--- src/rtl/core/frame_protocol_classifier_assert.svh ---
// ----------------------------------------------------------------------------
// frame_protocol_classifier_assert.svh
// Assertion macros shared by the classifier modules; they expect aclk and
// aresetn in scope.
// ----------------------------------------------------------------------------
`ifndef FRAME_PROTOCOL_CLASSIFIER_ASSERT_SVH
`define FRAME_PROTOCOL_CLASSIFIER_ASSERT_SVH

// same-cycle implication
`define FPC_ASSERT_NOW(lbl, ante, cons, msg) \
    lbl: assert property (@(posedge aclk) disable iff (!aresetn) (ante) |-> (cons)) \
        else $error(msg);

// next-cycle implication
`define FPC_ASSERT_NEXT(lbl, ante, cons, msg) \
    lbl: assert property (@(posedge aclk) disable iff (!aresetn) (ante) |=> (cons)) \
        else $error(msg);

`endif

--- src/rtl/core/fpc_pkg.sv ---
// ----------------------------------------------------------------------------
// fpc_pkg
// Types, codes and header offsets of the frame protocol classifier.
// ----------------------------------------------------------------------------
package fpc_pkg;

    localparam int NUM_CLASSES          = 10;
    localparam int COUNTER_BITS_DEFAULT = 48;
    localparam int CNT_OUT_W            = 48;
    localparam int PORT_W               = 16;
    localparam int CFG_INDEX_W          = 2;
    localparam int S_TDATA_W            = 16;
    localparam int M_TDATA_W            = 56;
    localparam int SEL_W                = 4;

    // class counter indexes
    localparam int CLS_ETHER  = 0;
    localparam int CLS_TCP    = 1;
    localparam int CLS_UDP    = 2;
    localparam int CLS_ICMP   = 3;
    localparam int CLS_DNS    = 4;
    localparam int CLS_HTTP   = 5;
    localparam int CLS_IP     = 6;
    localparam int CLS_HTTPS  = 7;
    localparam int CLS_ICMPV6 = 8;
    localparam int CLS_OTHER  = 9;

    // input beat kinds
    localparam logic OP_FRAME_BYTE   = 1'b0;
    localparam logic OP_COUNTER_READ = 1'b1;

    // configuration register indexes
    localparam logic [CFG_INDEX_W-1:0] CFG_WEB_PORT          = 2'd0;
    localparam logic [CFG_INDEX_W-1:0] CFG_SECURE_WEB_PORT   = 2'd1;
    localparam logic [CFG_INDEX_W-1:0] CFG_NAME_SERVICE_PORT = 2'd2;

    localparam logic [PORT_W-1:0] WEB_PORT_RESET          = 16'd80;
    localparam logic [PORT_W-1:0] SECURE_WEB_PORT_RESET   = 16'd443;
    localparam logic [PORT_W-1:0] NAME_SERVICE_PORT_RESET = 16'd53;

    // result codes
    localparam logic [1:0] NET_NONE = 2'd0;
    localparam logic [1:0] NET_IPV4 = 2'd1;
    localparam logic [1:0] NET_IPV6 = 2'd2;

    localparam logic [2:0] TRN_OTHER  = 3'd0;
    localparam logic [2:0] TRN_TCP    = 3'd1;
    localparam logic [2:0] TRN_UDP    = 3'd2;
    localparam logic [2:0] TRN_ICMP   = 3'd3;
    localparam logic [2:0] TRN_ICMPV6 = 3'd4;

    localparam logic [1:0] SVC_NONE  = 2'd0;
    localparam logic [1:0] SVC_HTTP  = 2'd1;
    localparam logic [1:0] SVC_HTTPS = 2'd2;
    localparam logic [1:0] SVC_DNS   = 2'd3;

    // header values
    localparam logic [15:0] ETYPE_IPV4 = 16'h0800;
    localparam logic [15:0] ETYPE_IPV6 = 16'h86DD;
    localparam logic [7:0]  PROTO_ICMP   = 8'd1;
    localparam logic [7:0]  PROTO_TCP    = 8'd6;
    localparam logic [7:0]  PROTO_UDP    = 8'd17;
    localparam logic [7:0]  PROTO_ICMPV6 = 8'd58;
    localparam logic [3:0]  IHL_MIN      = 4'd5;

    // byte offsets within the frame
    localparam logic [10:0] POS_MAX        = 11'd2047;
    localparam logic [10:0] POS_ETYPE_HI   = 11'd12;
    localparam logic [10:0] POS_ETYPE_LO   = 11'd13;
    localparam logic [10:0] POS_IHL        = 11'd14;
    localparam logic [10:0] POS_V6_NEXT    = 11'd20;
    localparam logic [10:0] POS_V4_PROTO   = 11'd23;
    localparam logic [6:0]  V4_HDR_BASE    = 7'd14;
    localparam logic [6:0]  V6_PORT_START  = 7'd54;

    typedef struct packed {
        logic [PORT_W-1:0] web_port;
        logic [PORT_W-1:0] secure_web_port;
        logic [PORT_W-1:0] name_service_port;
    } fpc_ports_t;

    typedef struct packed {
        logic [1:0]             network_kind;
        logic [2:0]             transport_kind;
        logic [1:0]             service_kind;
        logic [NUM_CLASSES-1:0] bump;
    } fpc_class_t;

endpackage

--- src/rtl/core/fpc_parser.sv ---
// ----------------------------------------------------------------------------
// fpc_parser
// Per-frame header capture and classification of the frame on its last byte.
// ----------------------------------------------------------------------------
module fpc_parser (
    input  logic                aclk,
    input  logic                aresetn,
    input  logic                byte_en,
    input  logic [7:0]          frame_byte,
    input  logic                end_of_frame,
    input  fpc_pkg::fpc_ports_t ports,
    output fpc_pkg::fpc_class_t cls
);
    import fpc_pkg::*;

    logic [10:0]       pos_reg, pos_next;
    logic [15:0]       frame_type_reg, frame_type_next;
    logic [3:0]        ihl_reg, ihl_next;
    logic [7:0]        proto_reg, proto_next;
    logic [PORT_W-1:0] src_port_reg, src_port_next;
    logic [PORT_W-1:0] dst_port_reg, dst_port_next;

    logic [3:0]  words;
    logic [6:0]  start;
    logic [10:0] start_pos;
    logic        has_ports;
    logic        is_v4, is_v6;
    logic        web_hit, secure_hit, dns_hit;

    // capture of this byte, seen by the classification of the same byte
    always_comb begin
        pos_next        = pos_reg;
        frame_type_next = frame_type_reg;
        ihl_next        = ihl_reg;
        proto_next      = proto_reg;
        src_port_next   = src_port_reg;
        dst_port_next   = dst_port_reg;
        words           = ihl_reg;
        start           = 7'd0;
        has_ports       = 1'b0;
        if (pos_reg != POS_MAX) begin
            if (pos_reg == POS_ETYPE_HI) begin
                frame_type_next[15:8] = frame_byte;
            end else if (pos_reg == POS_ETYPE_LO) begin
                frame_type_next[7:0] = frame_byte;
            end
            if (frame_type_next == ETYPE_IPV4) begin
                // header length taken before this byte's own capture
                words = (ihl_reg < IHL_MIN) ? IHL_MIN : ihl_reg;
                if (pos_reg == POS_IHL) begin
                    ihl_next = frame_byte[3:0];
                end else if (pos_reg == POS_V4_PROTO) begin
                    proto_next = frame_byte;
                end
                start     = V4_HDR_BASE + {1'b0, words, 2'b00};
                has_ports = pos_reg > POS_IHL;
            end else if (frame_type_next == ETYPE_IPV6) begin
                if (pos_reg == POS_V6_NEXT) begin
                    proto_next = frame_byte;
                end
                start     = V6_PORT_START;
                has_ports = 1'b1;
            end
            start_pos = {4'd0, start};
            if (has_ports) begin
                if (pos_reg == start_pos) begin
                    src_port_next[15:8] = frame_byte;
                end else if (pos_reg == start_pos + 11'd1) begin
                    src_port_next[7:0] = frame_byte;
                end else if (pos_reg == start_pos + 11'd2) begin
                    dst_port_next[15:8] = frame_byte;
                end else if (pos_reg == start_pos + 11'd3) begin
                    dst_port_next[7:0] = frame_byte;
                end
            end
            pos_next = pos_reg + 11'd1;
        end else begin
            start_pos = 11'd0;
        end
    end

    assign is_v4      = frame_type_next == ETYPE_IPV4;
    assign is_v6      = frame_type_next == ETYPE_IPV6;
    assign web_hit    = (src_port_next == ports.web_port) ||
                        (dst_port_next == ports.web_port);
    assign secure_hit = (src_port_next == ports.secure_web_port) ||
                        (dst_port_next == ports.secure_web_port);
    assign dns_hit    = (src_port_next == ports.name_service_port) ||
                        (dst_port_next == ports.name_service_port);

    always_comb begin
        cls                 = '0;
        cls.bump[CLS_ETHER] = 1'b1;
        if (is_v4 || is_v6) begin
            cls.network_kind = is_v4 ? NET_IPV4 : NET_IPV6;
            cls.bump[CLS_IP] = 1'b1;
            priority if (proto_next == PROTO_TCP) begin
                cls.transport_kind = TRN_TCP;
                cls.bump[CLS_TCP]  = 1'b1;
                priority if (web_hit) begin
                    cls.service_kind   = SVC_HTTP;
                    cls.bump[CLS_HTTP] = 1'b1;
                end else if (secure_hit) begin
                    cls.service_kind    = SVC_HTTPS;
                    cls.bump[CLS_HTTPS] = 1'b1;
                end else if (dns_hit) begin
                    cls.service_kind  = SVC_DNS;
                    cls.bump[CLS_DNS] = 1'b1;
                end else begin
                    cls.service_kind = SVC_NONE;
                end
            end else if (proto_next == PROTO_UDP) begin
                cls.transport_kind = TRN_UDP;
                cls.bump[CLS_UDP]  = 1'b1;
                if (dns_hit) begin
                    cls.service_kind  = SVC_DNS;
                    cls.bump[CLS_DNS] = 1'b1;
                end
            end else if (is_v4 && proto_next == PROTO_ICMP) begin
                cls.transport_kind = TRN_ICMP;
                cls.bump[CLS_ICMP] = 1'b1;
            end else if (is_v6 && proto_next == PROTO_ICMPV6) begin
                cls.transport_kind   = TRN_ICMPV6;
                cls.bump[CLS_ICMPV6] = 1'b1;
            end else begin
                cls.transport_kind  = TRN_OTHER;
                cls.bump[CLS_OTHER] = 1'b1;
            end
        end else begin
            cls.network_kind    = NET_NONE;
            cls.bump[CLS_OTHER] = 1'b1;
        end
    end

    always_ff @(posedge aclk) begin
        if (!aresetn) begin
            pos_reg        <= '0;
            frame_type_reg <= '0;
            ihl_reg        <= '0;
            proto_reg      <= '0;
            src_port_reg   <= '0;
            dst_port_reg   <= '0;
        end else if (byte_en) begin
            if (end_of_frame) begin
                pos_reg        <= '0;
                frame_type_reg <= '0;
                ihl_reg        <= '0;
                proto_reg      <= '0;
                src_port_reg   <= '0;
                dst_port_reg   <= '0;
            end else begin
                pos_reg        <= pos_next;
                frame_type_reg <= frame_type_next;
                ihl_reg        <= ihl_next;
                proto_reg      <= proto_next;
                src_port_reg   <= src_port_next;
                dst_port_reg   <= dst_port_next;
            end
        end
    end

endmodule

--- src/rtl/core/fpc_counters.sv ---
// ----------------------------------------------------------------------------
// fpc_counters
// Bank of saturating class counters with one read port.
// ----------------------------------------------------------------------------
`include "frame_protocol_classifier_assert.svh"

module fpc_counters #(
    parameter int COUNTER_BITS = fpc_pkg::COUNTER_BITS_DEFAULT
) (
    input  logic                           aclk,
    input  logic                           aresetn,
    input  logic [fpc_pkg::NUM_CLASSES-1:0] bump_en,
    input  logic [fpc_pkg::SEL_W-1:0]       rd_sel,
    output logic [fpc_pkg::CNT_OUT_W-1:0]   rd_value
);
    import fpc_pkg::*;

    localparam logic [COUNTER_BITS-1:0] CNT_MAX = {COUNTER_BITS{1'b1}};

    logic [COUNTER_BITS-1:0] cnt_reg [NUM_CLASSES];
    logic [63:0]             rd_wide;

    always_ff @(posedge aclk) begin
        if (!aresetn) begin
            for (int k = 0; k < NUM_CLASSES; k++) begin
                cnt_reg[k] <= '0;
            end
        end else begin
            for (int k = 0; k < NUM_CLASSES; k++) begin
                if (bump_en[k] && cnt_reg[k] != CNT_MAX) begin
                    cnt_reg[k] <= cnt_reg[k] + COUNTER_BITS'(1);
                end
            end
        end
    end

    // reply is the low bits of the counter, zero for a bad selector
    always_comb begin
        rd_wide = 64'd0;
        if (rd_sel < SEL_W'(NUM_CLASSES)) begin
            rd_wide = 64'(cnt_reg[rd_sel]);
        end
        rd_value = rd_wide[CNT_OUT_W-1:0];
    end

    `FPC_ASSERT_NOW(a_ether_covers_ip, 1'b1, cnt_reg[CLS_ETHER] >= cnt_reg[CLS_IP], "ip count above frame count")
    `FPC_ASSERT_NOW(a_ether_covers_other, 1'b1, cnt_reg[CLS_ETHER] >= cnt_reg[CLS_OTHER], "other count above frame count")
    `FPC_ASSERT_NOW(a_ip_covers_tcp, 1'b1, cnt_reg[CLS_IP] >= cnt_reg[CLS_TCP], "tcp count above ip count")

endmodule

--- src/rtl/core/frame_protocol_classifier.sv ---
// ----------------------------------------------------------------------------
// frame_protocol_classifier
// Byte-wide Ethernet frame classifier with saturating per-class counters.
//
//   channel   dir  carries
//   s_*       in   frame byte or counter read request
//   m_*       out  frame classification or counter read reply
//   cfg_*     in   service port registers, write only
//
// One beat is taken every cycle, except while a result-bearing beat waits in
// the input register for a stalled output. From the input register, header
// capture, classification and counter update go in a single pass to the result register.
// Only a last frame byte or a counter read yields a result beat; other frame
// bytes move on even while m_tready is low. Reset clears the counters and
// the frame state at once, there is no clearing pass.
// ----------------------------------------------------------------------------
`include "frame_protocol_classifier_assert.svh"

module frame_protocol_classifier #(
    parameter int COUNTER_BITS = fpc_pkg::COUNTER_BITS_DEFAULT
) (
    input  logic                            aclk,
    input  logic                            aresetn,
    input  logic                            s_tvalid,
    output logic                            s_tready,
    input  logic [fpc_pkg::S_TDATA_W-1:0]   s_tdata,   // frame_byte, counter_select
    input  logic                            s_tuser,   // op
    input  logic                            s_tlast,   // end_of_frame
    output logic                            m_tvalid,
    input  logic                            m_tready,
    output logic [fpc_pkg::M_TDATA_W-1:0]   m_tdata,   // network_kind, transport_kind,
                                                       // service_kind, counter_value
    output logic                            m_tuser,   // is_read_reply
    input  logic                            cfg_wr_en,
    input  logic [fpc_pkg::CFG_INDEX_W-1:0] cfg_index,
    input  logic [fpc_pkg::PORT_W-1:0]      cfg_wdata
);
    import fpc_pkg::*;

    logic              in_valid_reg;
    logic              in_op_reg;
    logic [7:0]        in_byte_reg;
    logic              in_eof_reg;
    logic [SEL_W-1:0]  in_sel_reg;

    logic              m_valid_reg, m_valid_next;
    logic              m_user_reg;
    logic [1:0]        m_net_reg;
    logic [2:0]        m_trn_reg;
    logic [1:0]        m_svc_reg;
    logic [CNT_OUT_W-1:0] m_cnt_reg;

    fpc_ports_t        ports_reg;
    fpc_class_t        cls;
    logic [NUM_CLASSES-1:0] bump_en;
    logic [CNT_OUT_W-1:0]   rd_value;

    logic needs_out, out_free, advance, load_out, byte_en, s_accept;

    assign needs_out = (in_op_reg == OP_COUNTER_READ) || in_eof_reg;
    assign out_free  = !m_valid_reg || m_tready;
    assign advance   = in_valid_reg && (!needs_out || out_free);
    assign s_tready  = !in_valid_reg || advance;
    assign s_accept  = s_tvalid && s_tready;
    assign load_out  = advance && needs_out;
    assign byte_en   = advance && (in_op_reg == OP_FRAME_BYTE);
    assign bump_en   = (byte_en && in_eof_reg) ? cls.bump : '0;

    always_ff @(posedge aclk) begin
        if (!aresetn) begin
            ports_reg.web_port          <= WEB_PORT_RESET;
            ports_reg.secure_web_port   <= SECURE_WEB_PORT_RESET;
            ports_reg.name_service_port <= NAME_SERVICE_PORT_RESET;
        end else if (cfg_wr_en) begin
            unique case (cfg_index)
                CFG_WEB_PORT:          ports_reg.web_port          <= cfg_wdata;
                CFG_SECURE_WEB_PORT:   ports_reg.secure_web_port   <= cfg_wdata;
                CFG_NAME_SERVICE_PORT: ports_reg.name_service_port <= cfg_wdata;
                default: ;
            endcase
        end
    end

    // input register
    always_ff @(posedge aclk) begin
        if (!aresetn) begin
            in_valid_reg <= 1'b0;
        end else if (s_accept) begin
            in_valid_reg <= 1'b1;
        end else if (advance) begin
            in_valid_reg <= 1'b0;
        end
    end

    always_ff @(posedge aclk) begin
        if (s_accept) begin
            in_op_reg   <= s_tuser;
            in_byte_reg <= s_tdata[7:0];
            in_sel_reg  <= s_tdata[11:8];
            in_eof_reg  <= s_tlast;
        end
    end

    fpc_parser u_parser (
        .aclk         (aclk),
        .aresetn      (aresetn),
        .byte_en      (byte_en),
        .frame_byte   (in_byte_reg),
        .end_of_frame (in_eof_reg),
        .ports        (ports_reg),
        .cls          (cls)
    );

    fpc_counters #(
        .COUNTER_BITS (COUNTER_BITS)
    ) u_counters (
        .aclk     (aclk),
        .aresetn  (aresetn),
        .bump_en  (bump_en),
        .rd_sel   (in_sel_reg),
        .rd_value (rd_value)
    );

    // result register
    always_comb begin
        m_valid_next = m_valid_reg;
        if (load_out) begin
            m_valid_next = 1'b1;
        end else if (m_tready) begin
            m_valid_next = 1'b0;
        end
    end

    always_ff @(posedge aclk) begin
        if (!aresetn) begin
            m_valid_reg <= 1'b0;
        end else begin
            m_valid_reg <= m_valid_next;
        end
    end

    always_ff @(posedge aclk) begin
        if (load_out) begin
            if (in_op_reg == OP_COUNTER_READ) begin
                m_user_reg <= 1'b1;
                m_net_reg  <= NET_NONE;
                m_trn_reg  <= TRN_OTHER;
                m_svc_reg  <= SVC_NONE;
                m_cnt_reg  <= rd_value;
            end else begin
                m_user_reg <= 1'b0;
                m_net_reg  <= cls.network_kind;
                m_trn_reg  <= cls.transport_kind;
                m_svc_reg  <= cls.service_kind;
                m_cnt_reg  <= '0;
            end
        end
    end

    assign m_tvalid = m_valid_reg;
    assign m_tuser  = m_user_reg;
    assign m_tdata  = {1'b0, m_cnt_reg, m_svc_reg, m_trn_reg, m_net_reg};

    `FPC_ASSERT_NEXT(a_held_when_blocked, in_valid_reg && needs_out && !out_free, in_valid_reg && $stable(in_eof_reg), "result beat lost while output stalled")
    `FPC_ASSERT_NEXT(a_load_shows_valid, load_out, m_valid_reg, "loaded result not presented")
    `FPC_ASSERT_NOW(a_reply_kinds_zero, m_valid_reg && m_user_reg, m_net_reg == NET_NONE && m_trn_reg == TRN_OTHER && m_svc_reg == SVC_NONE, "read reply carries class codes")

endmodule

--- config.mk ---
export PLATFORM = sky130hd
export DESIGN_NAME = frame_protocol_classifier
export DESIGN_NICKNAME = d
export VERILOG_FILES = /design/src/rtl/core/fpc_pkg.sv /design/src/rtl/core/fpc_parser.sv /design/src/rtl/core/fpc_counters.sv /design/src/rtl/core/frame_protocol_classifier.sv
export VERILOG_INCLUDE_DIRS = /design/src /design/src/rtl/core
export SDC_FILE = /design/constraint.sdc
export NUM_CORES = 2
export LEC_CHECK = 0
export ABC_AREA = 1
export BUFFER_PORTS_ARGS = -buffer_cell sky130_fd_sc_hd__buf_2
export CAP_MARGIN = 0
export CORE_UTILIZATION = 40
export CTS_CLUSTER_SIZE = 14
export DETAILED_ROUTE_END_ITERATION = 10
export GPL_TIMING_DRIVEN = 0
export SYNTH_ARGS = -nofsm -noshare
export SYNTH_HDL_FRONTEND = slang
export SYNTH_HIERARCHICAL = 1
export SYNTH_SLANG_ARGS = --single-unit
--- constraint.sdc ---
create_clock -name aclk -period 7.6 [get_ports aclk]
set_input_delay 0.38 -clock aclk [delete_from_list [all_inputs] [get_ports aclk]]
set_output_delay 0.38 -clock aclk [all_outputs]
set_load 0.05 [all_outputs]
==> impl_metrics.yaml <==
power:
  p_int_mw: 6.66
  clock_power_share_pct: 42.2
  p_switching_mw: 2.67
  power_mw: 9.33
  peakVddDrop_mv: 0.150
  leakagePower_nw: 20.5
  switching_share_pct: 28.6
  cellPowerDensity_nw_per_um2: 178
  seq_power_share_pct: 46.9
  pwr-share-comb_pct: 10.9
logic_synthesis:
  synth_top_area_cell: "edfxtp_1"
  synthMuxAreaShare_pct: 0.128
  synth_top_cell_area_share_pct: 35.2
  avgSynthCellArea_um2: 7.00
  synth_top_family_by_area: "simple AND/OR/NAND/NOR gates"
  yosys.area_share.simple_pct: 39.1
  yosysSeqAreaShare_pct: 40.4
  synth.distinct_cells: 53
  synthTopCellsByArea: "edfxtp_1 (35%), nand2_1 (16%), nor2_1 (11%)"
  synth_fa_ha_area_share_pct: 0.400
  synth_compound_area_share_pct: 7.35
  synth-main-ff-cell: "edfxtp_1"
  async_flop_share_pct: 0
  synth-seq-cells: 671
  synth.yosys.warnings: 6
  synth_nets: 6749
  syn_inst: 6693
  syn_area_um2: 46900
  synth-edff-count: 550
  synth_xor_area_share_pct: 5.49
clock_network:
  clk_path_buf_depth: 3
  cts-root-buf: "clkbuf_16"
  clkTransAtPathRegs_ns: 0.06
  cts_max_level: 3
  cts_resized: 0
  cts-buffers-inserted: 81
  tritoncts: "built"
  clk_latency_ns: 0.69
  cts_sinks: 671
setup_path:
  worst_setup_path_end_kind: "flip-flop"
  crit_type: "reg2reg"
  cp.arrival_ns: 7.07
  crit_slowest_cell: "nor3_4"
  cpPeakStageDelay_ns: 0.54
  crit_buf_inv: 4
  path_max_fanout: 33
  r2r_setup_slack_ns: 0.87
  crit_family: "simple AND/OR/NAND/NOR gates"
  crit_required_ns: 7.95
  crit_top_cell: "nand2_1"
  start_kind: "flip-flop"
outcome:
  status: "completed"
final_layout:
  largest_reg_flops: 480
  final_nets: 6968
  drive_above_1_share_pct: 8.01
  areaGrowthSynthToFinish_pct: 11.9
  utilization_pct: 45.1
sta:
  max_slew_margin_pct: 22.7
  fin_crit_sh_pct: 88.5
  hold_viol: 0
  fin_tns_setup_ns: 0
  rsz0062_at_grt: "false"
  period_needed_ns: 6.73
  fin_worst_skew_ns: 0.0353
  final-max-slew-violation-count: 0
  clock.fmax_mhz: 149
  worst-slew-pin-transition_ns: 1.16
  setup_viol: 0
place:
  io_buffers: 93
  post-dp-hpwl_um: 143000
  place_congestion: 1.02
routing:
  firstDrtPassIters: 8
  drc_errors: 0
  vias_per_cell: 5.41
  dr_total_vias: 46000
  wirelength_um: 179000
  drtAntennaViolNets: 0
  drt_iter0_markers: 5117
  wl_per_cell_um: 21.1
die:
  start_util_pct: 40.3
  ios: 100
  dieHeight_um: 344
  core.rowCount: 125
  core_um2: 116000
  die_area_um2: 119000
  die_x_um: 344
global_routing:
  gr-total-overflow: 0
  grt_use_total_pct: 29.7
  grt_pass1_vias: 42400
  grt_pass1_wl_um: 263000
  antenna_found_initial: 4
  grt_max_degree: 52
flow_run:
  max_cap_violations: 0
hold_path:
  hold_class: "in2reg"
## final cells by class
cell class | count | area, µm²
inverters | 578 | 2180
clock buffers | 107 | 2240
repair buffers | 136 | 1010
clock inverters | 41 | 373
multi-input cells | 5242 | 24600
fillers | 12100 | 63800
plain buffers | 202 | 1150
flip-flops and latches | 671 | 18900
well taps | 1524 | 1910
diodes | 1 | 2.50
## worst min-delay path: stages
cell	delay, ns
buf_4	0.15
nand3b_1	0.09
nand2_1	0.06
nor2_1	0.03
## logic make-up (layout without fill, tap and decap cells)
family                     after synthesis  after routing
DFF                                    671            671
buffers and inverters                  780           1064
xor gates and xnor gates               294            294
and+or+nand+nor                       4301           4301
other                                    2              3
adders and majority gates               15             15
muxes                                    6              6
AOI/OAI and AO/OA                      624            624
## worst paths after layout
check                                                                to                             startpoint  cells after the start
worst max register to register  u_counters/cnt_reg[4][23]$_SDFFCE_PN0P_       u_parser/pos_reg[0]$_SDFFE_PN0P_                     31
worst min register to register    u_parser/src_port_reg[2]$_SDFFE_PN0P_  u_parser/src_port_reg[2]$_SDFFE_PN0P_                      2
worst min-delay path                         ports_reg[33]$_SDFFE_PN0P_                              cfg_wr_en                      4
worst max-delay path            u_counters/cnt_reg[4][23]$_SDFFCE_PN0P_       u_parser/pos_reg[0]$_SDFFE_PN0P_                     31
## cells in the final DEF (no fill, tap or decap), types with 60 or more instances in the layout
cell type / instances
clkbuf_16: 85
buf_2: 160
nand4_1: 198
nand3_1: 392
inv_1: 565
xor2_1: 222
nand2_1: 2040
clkbuf_1: 93
nor2_2: 75
dfxtp_1: 121
xnor2_1: 72
edfxtp_1: 550
o21ai_0: 201
nor2_1: 1398
a21oi_1: 281
o211ai_1: 60
## routing by layer
layer	track usage (%)	vias to the layer above	wire [µm]
met2	46.1	1909	78400
met1	40.6	21600	77800
li1	-	22200	-
met5	0	-	13
met4	12.7	2	8190
met3	4.94	351	14800
## power groups by stage
stage | sequential (mW) | combinational [mW] | clock [mW]
global route | 4.39 | 1.09 | 4.13
detailed placement | 4.44 | 0.975 | 0
floorplan | 4.39 | 0.566 | 0
global placement | 4.45 | 0.954 | 0
CTS | 4.37 | 0.991 | 4.01
finish | 4.37 | 1.02 | 3.94
## stage by stage
step	cell area [µm²]	std cells	worst slack (ns)	hold slack (ns)
after floorplan	46900	6693	2.32	0.444
after global routing	52400	8501	0.421	0.0941
after detailed placement	49500	8321	1.05	0.455
after CTS	52400	8501	1.02	0.0414
after global placement	49300	8310	0.0476	0.451
final	52400	8502	0.873	0.0807
## timing repair
action | 4_1_cts | 5_1_grt
setup buffers | 0 | 0
hold endpoints to repair | 45 | 0
hold buffers | 32 | 0
## Yosys cell counts, types with 37 or more instances
library cell,count
clkbuf_1,75
nand2_2,37
buf_2,67
nand2_1,2050
o21ai_0,201
o21bai_1,47
a21oi_1,281
nand3_1,392
nor2_1,1398
xnor2_1,72
edfxtp_1,550
nand3b_1,38
nand4_1,198
nor2_2,75
inv_1,566
dfxtp_1,121
xor2_1,222
o211ai_1,60
Power figures use the tool's default switching activity.
